[src/rtl/core/hvtb_pkg.sv]
`default_nettype none

package hvtb_pkg;

  localparam int unsigned PIX_W = 8;
  localparam int unsigned CNT_W = 21;
  localparam int unsigned BINS  = 256;

  localparam logic [PIX_W-1:0] DIST_RESET = 8'd50;
  localparam logic [PIX_W-1:0] WHITE      = 8'hFF;
  localparam logic [PIX_W-1:0] BLACK      = 8'h00;
  localparam logic [CNT_W-1:0] CNT_MAX    = {CNT_W{1'b1}};

  // tuser codes on the slave and master sides
  localparam logic MODE_ACC = 1'b0;
  localparam logic MODE_BIN = 1'b1;
  localparam logic KIND_THR = 1'b0;
  localparam logic KIND_PIX = 1'b1;

  typedef logic [CNT_W-1:0] count_t;
  typedef logic [PIX_W-1:0] level_t;

  typedef enum logic [2:0] {
    ST_IDLE,
    ST_DRAIN,
    ST_PEAK,
    ST_SEC,
    ST_VSTART,
    ST_VAL,
    ST_REPORT
  } state_e;

  typedef enum logic [1:0] {
    PH_PEAK,
    PH_SEC,
    PH_VAL
  } phase_e;

  typedef struct packed {
    logic   acc_en;       // accumulate transfer accepted
    logic   bin_en;       // binarize transfer accepted
    logic   start;        // load scan range and init running registers
    phase_e start_phase;
    phase_e eval_phase;   // pass being evaluated
    logic   clear;        // drop all histogram bins
    logic   report;       // load threshold report into output register
  } cmd_t;

  typedef struct packed {
    logic scan_done;
    logic out_free;
  } status_t;

endpackage

`default_nettype wire

[src/rtl/core/hvtb_ctrl.sv]
`default_nettype none

module hvtb_ctrl (
  input  wire logic            clk_i,
  input  wire logic            rst_ni,
  input  wire logic            s_valid_i,
  input  wire logic            s_mode_i,
  input  wire logic            s_last_i,
  input  wire hvtb_pkg::status_t stat_i,
  output logic                 s_ready_o,
  output hvtb_pkg::cmd_t       cmd_o
);
  import hvtb_pkg::*;

  state_e state_q, state_d;
  logic   accept;

  always_ff @(posedge clk_i or negedge rst_ni) begin
    if (!rst_ni) begin
      state_q <= ST_IDLE;
    end else begin
      state_q <= state_d;
    end
  end

  always_comb begin
    state_d           = state_q;
    s_ready_o         = (state_q == ST_IDLE) && stat_i.out_free;
    accept            = s_valid_i && s_ready_o;
    cmd_o.acc_en      = 1'b0;
    cmd_o.bin_en      = 1'b0;
    cmd_o.start       = 1'b0;
    cmd_o.start_phase = PH_PEAK;
    cmd_o.eval_phase  = PH_PEAK;
    cmd_o.clear       = 1'b0;
    cmd_o.report      = 1'b0;
    unique case (state_q)
      ST_IDLE: begin
        cmd_o.acc_en = accept && (s_mode_i == MODE_ACC);
        cmd_o.bin_en = accept && (s_mode_i == MODE_BIN);
        if (accept && (s_mode_i == MODE_ACC) && s_last_i) begin
          state_d = ST_DRAIN;
        end
      end
      ST_DRAIN: begin
        // last bin write lands at the end of this cycle
        cmd_o.start       = 1'b1;
        cmd_o.start_phase = PH_PEAK;
        state_d           = ST_PEAK;
      end
      ST_PEAK: begin
        cmd_o.eval_phase = PH_PEAK;
        if (stat_i.scan_done) begin
          cmd_o.start       = 1'b1;
          cmd_o.start_phase = PH_SEC;
          state_d           = ST_SEC;
        end
      end
      ST_SEC: begin
        cmd_o.eval_phase = PH_SEC;
        if (stat_i.scan_done) begin
          state_d = ST_VSTART;
        end
      end
      ST_VSTART: begin
        cmd_o.start       = 1'b1;
        cmd_o.start_phase = PH_VAL;
        state_d           = ST_VAL;
      end
      ST_VAL: begin
        cmd_o.eval_phase = PH_VAL;
        if (stat_i.scan_done) begin
          cmd_o.clear = 1'b1;
          state_d     = ST_REPORT;
        end
      end
      ST_REPORT: begin
        if (stat_i.out_free) begin
          cmd_o.report = 1'b1;
          state_d      = ST_IDLE;
        end
      end
      default: begin
        state_d = ST_IDLE;
      end
    endcase
  end

  assert property (@(posedge clk_i) disable iff (!rst_ni)
    (cmd_o.acc_en || cmd_o.bin_en) |-> (state_q == ST_IDLE))
    else $error("transfer taken outside idle");

  assert property (@(posedge clk_i) disable iff (!rst_ni)
    (state_q == ST_DRAIN) |-> $past(cmd_o.acc_en))
    else $error("drain entered without a final accumulate transfer");

  assert property (@(posedge clk_i) disable iff (!rst_ni)
    cmd_o.report |=> (state_q == ST_IDLE))
    else $error("report did not return to idle");

endmodule

`default_nettype wire

[config.mk]
export PLATFORM = sky130hd
export DESIGN_NAME = hvtb_ctrl
export DESIGN_NICKNAME = d
export VERILOG_FILES = /design/src/rtl/core/hvtb_pkg.sv /design/src/rtl/core/hvtb_ctrl.sv
export SDC_FILE = /design/constraint.sdc
export NUM_CORES = 1
export LEC_CHECK = 0
export BUFFER_PORTS_ARGS = -buffer_cell sky130_fd_sc_hd__buf_2
export CORE_AREA = 2 2 39 41
export DETAILED_ROUTE_END_ITERATION = 16
export DIE_AREA = 0 0 41 43
export GPL_ROUTABILITY_DRIVEN = 0
export PLACE_DENSITY = 0.53
export SYNTH_ARGS = -nofsm -noshare
export SYNTH_HDL_FRONTEND = slang
export SYNTH_SLANG_ARGS = --single-unit
[constraint.sdc]
create_clock -name clk_i -period 1.56 [get_ports clk_i]
set_clock_uncertainty 0.15 [all_clocks]
set_input_delay 0.156 -clock clk_i [delete_from_list [all_inputs] [get_ports clk_i]]
set_output_delay 0.156 -clock clk_i [all_outputs]
set_load 0.005 [all_outputs]
==> impl_metrics.csv, run 1 <==
group,metric,value,unit
run,drv_cap,0,
routing,drt-pass1-iter-count,4,
worst_hold_path,hp-class,"input pin to register",
floorplanning,dieArea,1760,sq um
synth,syn_inst,35,
floorplanning,die-width,41,um
synth,synth.ff_latch_count,3,
timing,fmax,0.654,GHz
timing,max_slew.worst_pin.slew,0.263,ns
layout,largest_reg_flops,3,
layout,largest-register,"state_q",
synth,yosys-top-cells-area,"dfrtp_1 28%, o21ai_0 11%, nor4b_4 9.0%",
worst_setup_path,crit_path_max_incr_delay,0.41,ns
clock_tree,clk_latency,0.23,ns
synth,yosysSeqAreaShare,28.4,%
routing,antenna_violating_nets_post_route,0,
place,placement.io_buffers,16,
worst_setup_path,cpMaxStageDelayCell,"dfrtp_2",
worst_setup_path,critical_path.cell_chain,"nor4b_4, and3_1, buf_2",
power,cellPowerDensity,1810,nW/um^2
outcome,outcome,"complete, no violations",
clock_tree,cts_tree,"done",
synth,synth.net_count,42,
synth,post_synth.cell_area_avg,7.54,sq um
layout,largestRegisters,"state_q (3)",
layout,diodes,0,
routing,post_drt_via_cell_ratio,4.43,
place,placed_cell_area,359,sq um
clock_tree,cts_sinks,3,
clock_tree,cts.reportedPaths.clkPinSlew,0.04,ns
global_routing,gr-usage-all-layers,10.5,%
worst_setup_path,cp.arrival,1.22,ns
global_routing,grt_antenna_before_repair,0,
worst_setup_path,crit_path_end_kind,"output port",
floorplanning,initial_utilization,19.1,%
routing,post-route-drc-count,0,
timing,slew_viol_final,0,
layout,postLayoutCellArea,440,sq um
synth,yosysWarnings,0,
floorplanning,die_y,43,um
routing,vias,328,
timing,tcrit_tclk_final,98.0,%
timing,layout_min_cycle_time,1.53,ns
timing,report.final.setup_viol,0,
layout,share_of_post_route_cells_with_drive_strength_above_1,50.0,%
power,total_power,797,uW
layout,commonest_non_fill_non_tap_cell_in_the_layout,"buf_2",
timing,grt_setup_unrepaired,"yes",
floorplanning,floorplan.io_pins,17,
global_routing,global_route_wire_length_before_repair,1260,um
global_routing,grt_max_degree,10,
synth,yosys_cell_types,16,
worst_setup_path,worstSetupStartpointType,"register",
place,dp_hpwl,508,um
floorplanning,floorplan.rows,14,
timing,slew-limit-headroom,82.5,%
power,power.leakage,0.230,nW
layout,final_net_count,66,
synth,synth.largest_area_cell,"dfrtp_1",
timing,hold_viol_final,0,
global_routing,grt_pass1_vias,316,
timing,final.hold.worst_slack,0.0544,ns
routing,drt_iter0_markers,8,
worst_setup_path,worst-endpoint-required,1.25,ns
clock_tree,clock_tree.htree_level_count,1,
routing,wire_per_inst,9.84,um
power,ir_worst_vdd,807,uV
worst_setup_path,worstPathMaxFanout,3,
layout,commonest_non_fill_non_tap_cells_in_the_layout,"16 x buf_2, 6 x nor2_1, 6 x o21ai_0",
synth,synth.cell_area,264,sq um
clock_tree,max-clock-path-buffers,2,
clock_tree,cts-buffers-inserted,3,
clock_tree,clock-root-buffer,"clkbuf_4",
worst_setup_path,critical_path_class,"register to output port",
routing,total_length_of_routed_wires,728,um
layout,syn_to_final_growth,66.8,%
synth,synthDominantCellAreaShare,28.4,%
floorplanning,core,1380,sq um
global_routing,grt.overflow.total,0,
routing by layer:
| layer | routed length, um | GRT usage (%) |
|---|---|---|
| met1 | 298 | 12.6 |
| met2 | 366 | 16.6 |
| met3 | 63 | 6.28 |
| met4 | 0 | 0 |
| met5 | 0 | 0 |
final timing paths:
path / cells after the start / startpoint / slack [ns] / to
max in group asynchronous: 2 / rst_ni / 1.04 / state_q[2]$_DFFE_PN0P_
setup reg to reg: 3 / state_q[0]$_DFFE_PN0P_ / 0.28 / state_q[0]$_DFFE_PN0P_
hold / removal: 2 / stat_i[1] / 0.05 / state_q[0]$_DFFE_PN0P_
hold reg to reg: 1 / state_q[0]$_DFFE_PN0P_ / 0.41 / state_q[0]$_DFFE_PN0P_
setup / recovery: 3 / state_q[2]$_DFFE_PN0P_ / 0.03 / cmd_o[7]
min in group asynchronous: 2 / rst_ni / 0.10 / state_q[0]$_DFFE_PN0P_
synth_stat cells:
cell type and count:
nand4b_1 1, nand2_1 4, dfrtp_1 3, nand3_1 1, nor4b_4 1, inv_1 2
and3_1 3, o22ai_1 1, o21ai_0 6, buf_2 1, nand2b_1 1, nor2_1 6
buf_4 1, nor2b_1 2, a222oi_1 1, mux2i_1 1
cell type report:
| class | instances | area [sq um] |
|---|---|---|
| Timing Repair Buffer | 21 | 136 |
| Sequential cell | 3 | 78.8 |
| Fill cell | 155 | 943 |
| Inverter | 2 | 7.51 |
| Clock buffer | 4 | 26.3 |
| Multi-Input combinational cell | 28 | 171 |
| Tap cell | 16 | 20.0 |
stage by stage:
stage / setup WS (ns) / cells / util [%] / TNS (ns)
after floorplan: 0.287 / 35 / - / 0
after global placement: 0.159 / 66 / 25.9 / 0
after detailed placement: 0.142 / 66 / 25.9 / 0
after CTS: -0.00500 / 74 / 31.7 / -0.00500
after global routing: -0.0868 / 74 / 31.8 / -0.219
final: 0.0309 / 74 / 31.8 / 0
cell families after synthesis:
logic type	share of synthesized area [%]
and+or+nand+nor	42.7
AOI/OAI and AO/OA	17.5
buffers and inverters	7.58
DFF	28.4
muxes	3.79
critical path, delay by kind of cell, from the launching register on:
kind	cells	cell delay [ns]
DFF	1	0.41
and+or+nand+nor	2	0.49
buffers and inverters	1	0.10
timing repair:
action | 4_1_cts | 5_1_grt
hold endpoints to repair | 3 | 0
resized for setup | 4 | 2
setup endpoints to repair | 3 | 6
buffers inserted | 3 | 0
hold buffers | 1 | 0
pin swaps | 2 | 4
power breakdown:
part           internal, mW  switching (mW)
registers             0.125          0.0513
logic                 0.257           0.232
clock network        0.0955          0.0360
total                 0.478           0.319
Note: power is estimated with default switching activity, not from simulation.
==> run 2, diff against run 1 <==
==> constraint.sdc (replaced) <==
create_clock -name clk_i -period 1.7 [get_ports clk_i]
set_clock_uncertainty 0.15 [all_clocks]
set_input_delay 0.17 -clock clk_i [delete_from_list [all_inputs] [get_ports clk_i]]
set_output_delay 0.17 -clock clk_i [all_outputs]
set_load 0.005 [all_outputs]
==> run 2 against run 1 <==
Final cell count is 2.7% lower. Via count stayed put. Hold slack better by 0.0055 ns. Power is 19% lower. Largest cell class unchanged. Global-route usage is 0.29 points lower. Sequential share of layout area is 1.5 points higher. Critical path type unchanged. Register-to-register slack better by 0.07 ns.
==> impl_metrics.csv, run 2 (synthesized netlist as in run 1, its figures left out) <==
group,metric,value,unit
routing,vias,328,
worst_setup_path,worstPathMaxFanout,8,
timing,hold_viol_final,0,
routing,post-route-drc-count,0,
layout,largestRegisters,"state_q (3)",
clock_tree,cts_tree,"done",
power,ir_worst_vdd,695,uV
floorplanning,floorplan.io_pins,17,
timing,tcrit_tclk_final,93.1,%
power,share_comb_of_total_power,49.2,%
layout,commonest_non_fill_non_tap_cells_in_the_layout,"16 x buf_2, 6 x nor2_1, 6 x o21ai_0",
timing,layout_min_cycle_time,1.58,ns
global_routing,grt_pass1_vias,295,
timing,fmax,0.632,GHz
place,dp_hpwl,497,um
global_routing,gr-usage-all-layers,10.2,%
power,power.leakage,0.214,nW
routing,drt-pass1-iter-count,4,
outcome,outcome,"complete, no violations",
global_routing,grt.overflow.total,0,
clock_tree,clock_tree.htree_level_count,1,
global_routing,use_met2,13.8,%
global_routing,grt.met3_usage,7.85,%
global_routing,globalRouteMet1Util,12.6,%
worst_setup_path,crit_path_max_incr_delay,0.45,ns
clock_tree,clock-root-buffer,"clkbuf_4",
timing,setup_total_negative_slack,0,ns
routing,total_length_of_routed_wires,668,um
timing,max_slew.worst_pin.slew,0.270,ns
power,power.switching,270,uW
timing,slew_viol_final,0,
worst_setup_path,worst_case_reg_to_reg_path_depth,3,
routing,post_drt_via_cell_ratio,4.56,
worst_setup_path,cp.arrival,1.26,ns
power,sequential_power_share,31.8,%
worst_setup_path,worst-endpoint-required,1.38,ns
global_routing,globalRoute.busiestLayer,"met2",
layout,sequential_cell_area,78.8,sq um
timing,grt_setup_unrepaired,"no",
floorplanning,die-width,41,um
power,power_frac_clock,19.1,%
run,drv_cap,0,
routing,wire_per_inst,9.28,um
worst_hold_path,hold_path_depth,2,
layout,diodes,0,
layout,largest-register,"state_q",
clock_tree,cts_sinks,3,
clock_tree,cts-buffers-inserted,3,
worst_setup_path,worstSetupStartpointType,"register",
layout,final_net_count,64,
layout,share_of_post_route_cells_with_drive_strength_above_1,44.6,%
layout,commonest_non_fill_non_tap_cell_in_the_layout,"buf_2",
timing,report.final.setup_viol,0,
layout,multi_input_area,169,sq um
layout,final.fill_count,161,
worst_setup_path,cpMaxStageDelayCell,"dfrtp_2",
clock_tree,clk_latency,0.23,ns
place,placement.io_buffers,16,
clock_tree,cts.reportedPaths.clkPinSlew,0.04,ns
worst_hold_path,hp-class,"input pin to register",
power,p_int,374,uW
floorplanning,floorplan.rows,14,
power,cellPowerDensity,1580,nW/um^2
layout,syn_to_final_growth,54.0,%
layout,postLayoutCellArea,407,sq um
power,swShare,41.9,%
timing,slew-limit-headroom,82.0,%
floorplanning,core,1380,sq um
routing,antenna_violating_nets_post_route,0,
worst_setup_path,critical_path_class,"register to output port",
floorplanning,dieArea,1760,sq um
worst_setup_path,critical_path.cell_chain,"nor4b_4, and3_1, buf_2",
floorplanning,die_y,43,um
global_routing,global_route_wire_length_before_repair,1180,um
place,placed_cell_area,352,sq um
layout,largest_reg_flops,3,
global_routing,grt_antenna_before_repair,0,
clock_tree,max-clock-path-buffers,2,
routing,drt_iter0_markers,11,
floorplanning,initial_utilization,19.1,%
worst_setup_path,crit_path_end_kind,"output port",
global_routing,grt_max_degree,14,
[run 2: final timing paths]
kind,startpoint,slack (ns),end
worst max-delay path,state_q[2]$_DFFE_PN0P_,0.12,cmd_o[7]
worst min-delay path,stat_i[1],0.06,state_q[0]$_DFFE_PN0P_
worst max register to register,state_q[0]$_DFFE_PN0P_,0.35,state_q[0]$_DFFE_PN0P_
worst min register to register,state_q[2]$_DFFE_PN0P_,0.46,state_q[2]$_DFFE_PN0P_
max in group asynchronous,rst_ni,1.16,state_q[2]$_DFFE_PN0P_
min in group asynchronous,rst_ni,0.11,state_q[0]$_DFFE_PN0P_
[run 2: power by group through the flow]
stage | sequential (mW) | clock [mW] | combinational (mW)
2_1_floorplan | 0.155 | 0 | 0.240
3_3_place_gp | 0.213 | 0 | 0.267
3_5_place_dp | 0.214 | 0 | 0.266
4_1_cts | 0.213 | 0.129 | 0.271
5_1_grt | 0.217 | 0.138 | 0.374
6_report | 0.204 | 0.123 | 0.316
[run 2: worst max-delay path, delay by kind of cell, from the launching register on]
family                 cells  cell delay (ns)
AND/OR/NAND/NOR            2             0.48
flip-flops                 1             0.45
buffers and inverters      1             0.10
[run 2: layout make-up]
cell class | instances | area share (%)
Multi-Input combinational cell | 28 | 41.5
Timing Repair Buffer | 19 | 25.8
Tap cell | 16 | 4.92
Inverter | 2 | 1.85
Clock buffer | 4 | 6.46
Sequential cell | 3 | 19.4
[run 2: metal layers]
| layer | part of all wire, % | up-vias |
|---|---|---|
| met1 | 44 | 150 |
| met3 | 8.8 | 0 |
| met5 | 0 | - |
| met4 | 0 | 0 |
| li1 | - | 166 |
| met2 | 47 | 12 |
[run 2: stage by stage]
stage | power [mW] | hold WS (ns) | util [%] | std cells | worst slack [ns]
3_5_place_dp | 0.480 | -0.178 | 25.4 | 65 | 0.275
3_3_place_gp | 0.480 | -0.180 | 25.4 | 65 | 0.284
4_1_cts | 0.614 | 0.0603 | 28.0 | 70 | 0.0207
6_report | 0.643 | 0.0599 | 29.4 | 72 | 0.117
5_1_grt | 0.729 | 0.0924 | 29.4 | 72 | 0.00464
2_1_floorplan | 0.395 | -0.276 | - | 35 | 0.413
[run 2: repair_timing]
action                                 CTS  global route
endpoints found under the hold margin    3             0
hold buffers                             1             0
gates resized for setup                  0             3
setup endpoints to repair                0             3
setup buffers                            0             2
==> run 3, diff against run 2 <==
--- a/config.mk
+++ b/config.mk
@@ -5,12 +5,14 @@
 export SDC_FILE = /design/constraint.sdc
 export NUM_CORES = 1
 export LEC_CHECK = 0
+export ABC_AREA = 1
 export BUFFER_PORTS_ARGS = -buffer_cell sky130_fd_sc_hd__buf_2
 export CORE_AREA = 2 2 39 41
 export DETAILED_ROUTE_END_ITERATION = 16
 export DIE_AREA = 0 0 41 43
 export GPL_ROUTABILITY_DRIVEN = 0
-export PLACE_DENSITY = 0.53
+export MAX_ROUTING_LAYER = met4
+export PLACE_DENSITY = 0.57
 export SYNTH_ARGS = -nofsm -noshare
 export SYNTH_HDL_FRONTEND = slang
 export SYNTH_SLANG_ARGS = --single-unit
==> run 3 against run 2 <==
Register-to-register slack worse by 0.11 ns. Power up 18%. Count of clock-buffer cells in the layout unchanged. First-iteration DRC count down 73%. Sequential power down 15%. Critical path type unchanged.
==> impl_metrics.csv, run 3 <==
group,metric,value,unit
synth,synth.largest_area_cell,"dfrtp_1",
clock_tree,clock_tree.htree_level_count,1,
place,dp_cells,85,
synth,synthDominantCellAreaShare,24.0,%
timing,final.hold.worst_slack,0.103,ns
synth,post_synth.cell_area_avg,5.90,sq um
synth,yosysSeqAreaShare,24.0,%
floorplanning,die_y,43,um
synth,yosys-top-cells-area,"dfrtp_1 24%, nand3_1 11%, nand2_1 11%",
power,power.leakage,0.304,nW
timing,slew-limit-headroom,84.8,%
routing,vias,383,
worst_setup_path,crit_path_end_kind,"output port",
timing,layout_min_cycle_time,1.65,ns
power,swShare,46.4,%
floorplanning,dieArea,1760,sq um
global_routing,global_route_wire_length_before_repair,1110,um
layout,commonest_non_fill_non_tap_cells_in_the_layout,"16 x buf_2, 8 x nand2_1, 7 x nor2_1, 7 x inv_1, 6 x nand3_1",
timing,tcrit_tclk_final,97.0,%
timing,fmax,0.606,GHz
power,share_comb_of_total_power,61.3,%
worst_setup_path,cpMaxStageDelayCell,"dfrtp_2",
layout,diodes,0,
timing,report.final.setup_viol,0,
layout,postLayoutCellArea,490,sq um
routing,antenna_violating_nets_post_route,0,
worst_setup_path,crit_path_max_incr_delay,0.42,ns
power,total_power,761,uW
place,placement.io_buffers,16,
floorplanning,core,1380,sq um
synth,syn_inst,53,
synth,synth.cell_area,313,sq um
synth,yosys_cell_types,15,
outcome,outcome,"complete, no violations",
run,drv_cap,0,
worst_setup_path,worst-endpoint-required,1.38,ns
floorplanning,die-width,41,um
layout,commonest_non_fill_non_tap_cell_in_the_layout,"buf_2",
worst_setup_path,critical_path_class,"register to output port",
layout,final_net_count,85,
timing,setup_total_negative_slack,0,ns
place,dp_hpwl,577,um
worst_setup_path,critical_path.cell_chain,"inv_2, nand2_4, nor2_2, inv_2, nor2_2, or3_1, buf_2",
timing,slew_viol_final,0,
layout,final_core_utilization,35.4,%
worst_setup_path,cp.arrival,1.33,ns
global_routing,grt_pass1_vias,294,
routing,drt_iter0_markers,3,
clock_tree,clock-root-buffer,"clkbuf_4",
timing,timing.final.ws_setup,0.0504,ns
clock_tree,cts.reportedPaths.clkPinSlew,0.03,ns
timing,max_slew.worst_pin.slew,0.225,ns
global_routing,grt_antenna_before_repair,0,
synth,asyncSetResetFlopFracSynth,100,%
place,placed_cell_area,413,sq um
power,sequential_power_share,22.7,%
global_routing,grt_max_degree,8,
layout,layout.cells.non_filler,93,
power,p_int,408,uW
place,placement.setup.worst_slack,0.244,ns
floorplanning,floorplan.rows,14,
layout,syn_to_final_growth,56.8,%
clock_tree,cts_tree,"done",
layout,largestRegisters,"state_q (3)",
power,cellPowerDensity,1550,nW/um^2
synth,synth.ff_latch_count,3,
worst_hold_path,hp-class,"input pin to register",
synth,yosys_most_used_dff,"dfrtp_1",
global_routing,grt.overflow.total,0,
worst_setup_path,worstSetupStartpointType,"register",
routing,total_length_of_routed_wires,798,um
floorplanning,initial_utilization,22.6,%
synth,yosysWarnings,0,
power,power_frac_clock,16.1,%
worst_setup_path,worstPathMaxFanout,6,
timing,grt_setup_unrepaired,"yes",
layout,share_of_post_route_cells_with_drive_strength_above_1,51.9,%
clock_tree,cts_sinks,3,
clock_tree,cts-buffers-inserted,3,
layout,largest_reg_flops,3,
synth,synth_commonest_cells,"9 x nand2_1, 8 x nor2_1, 7 x inv_1, 7 x nand3_1, 5 x inv_2",
power,power.switching,353,uW
floorplanning,floorplan.io_pins,17,
routing,wire_per_inst,8.58,um
global_routing,gr-usage-all-layers,9.28,%
clock_tree,clk_latency,0.23,ns
layout,largest-register,"state_q",
synth,synth.net_count,60,
power,ir_worst_vdd,552,uV
timing,hold_viol_final,0,
clock_tree,max-clock-path-buffers,2,
routing,post_drt_via_cell_ratio,4.12,
routing,drt-pass1-iter-count,4,
routing,post-route-drc-count,0,
synth,synth.most_common_cell,"nand2_1",
synth,post_synth_edffs,0,
run 3: layout make-up:
type,instances,area [sq um]
Fill cell,155,893
Multi-Input combinational cell,37,199
Timing Repair Buffer,20,113
Sequential cell,3,78.8
Inverter,13,53.8
Clock buffer,4,26.3
Tap cell,16,20.0
run 3: power by group through the flow:
| stage | Combinational [mW] | Sequential [mW] | Clock, mW |
|---|---|---|---|
| floorplan | 0.287 | 0.149 | 0 |
| global placement | 0.393 | 0.163 | 0 |
| detailed placement | 0.396 | 0.159 | 0 |
| CTS | 0.399 | 0.160 | 0.130 |
| global route | 0.537 | 0.177 | 0.138 |
| finish | 0.466 | 0.173 | 0.122 |
run 3: timing repair:
| action | in CTS | in global routing |
|---|---|---|
| hold buffers | 1 | 0 |
| cloned | 0 | 0 |
| hold endpoints to repair | 3 | 0 |
| setup endpoints to repair | 1 | 3 |
| gates resized for setup | 1 | 6 |
| buffers inserted | 0 | 3 |
run 3: cells by family after synthesis:
logic type	count (synthesis)	synth area share (%)
compound gates	7	15.2
flops	3	24.0
buf+inv	13	17.2
simple gates	30	43.6
run 3: worst max-delay path: cells and delay by family, from the launching register on:
| kind | cells | cell delay [ns] |
|---|---|---|
| buffers and inverters | 3 | 0.26 |
| and+or+nand+nor | 4 | 0.43 |
| DFF | 1 | 0.42 |
run 3: per-layer routing:
layer | track usage [%] | vias to the layer above | routed length, um
met2 | 12.2 | 11 | 396
met4 | 6.00 | 0 | 0
met1 | 12.6 | 158 | 352
li1 | - | 214 | -
met3 | 1.57 | 0 | 49
met5 | - | - | 0
run 3: worst paths after layout:
path,start,cells past startpoint,to,slack [ns]
worst min-delay path,stat_i[1],4,state_q[0]$_DFFE_PN0P_,0.10
min in group asynchronous,rst_ni,2,state_q[1]$_DFFE_PN0P_,0.11
max in group asynchronous,rst_ni,2,state_q[0]$_DFFE_PN0P_,1.18
worst max register to register,state_q[2]$_DFFE_PN0P_,7,state_q[1]$_DFFE_PN0P_,0.24
worst min register to register,state_q[1]$_DFFE_PN0P_,3,state_q[0]$_DFFE_PN0P_,0.51
worst max-delay path,state_q[2]$_DFFE_PN0P_,7,cmd_o[6],0.05
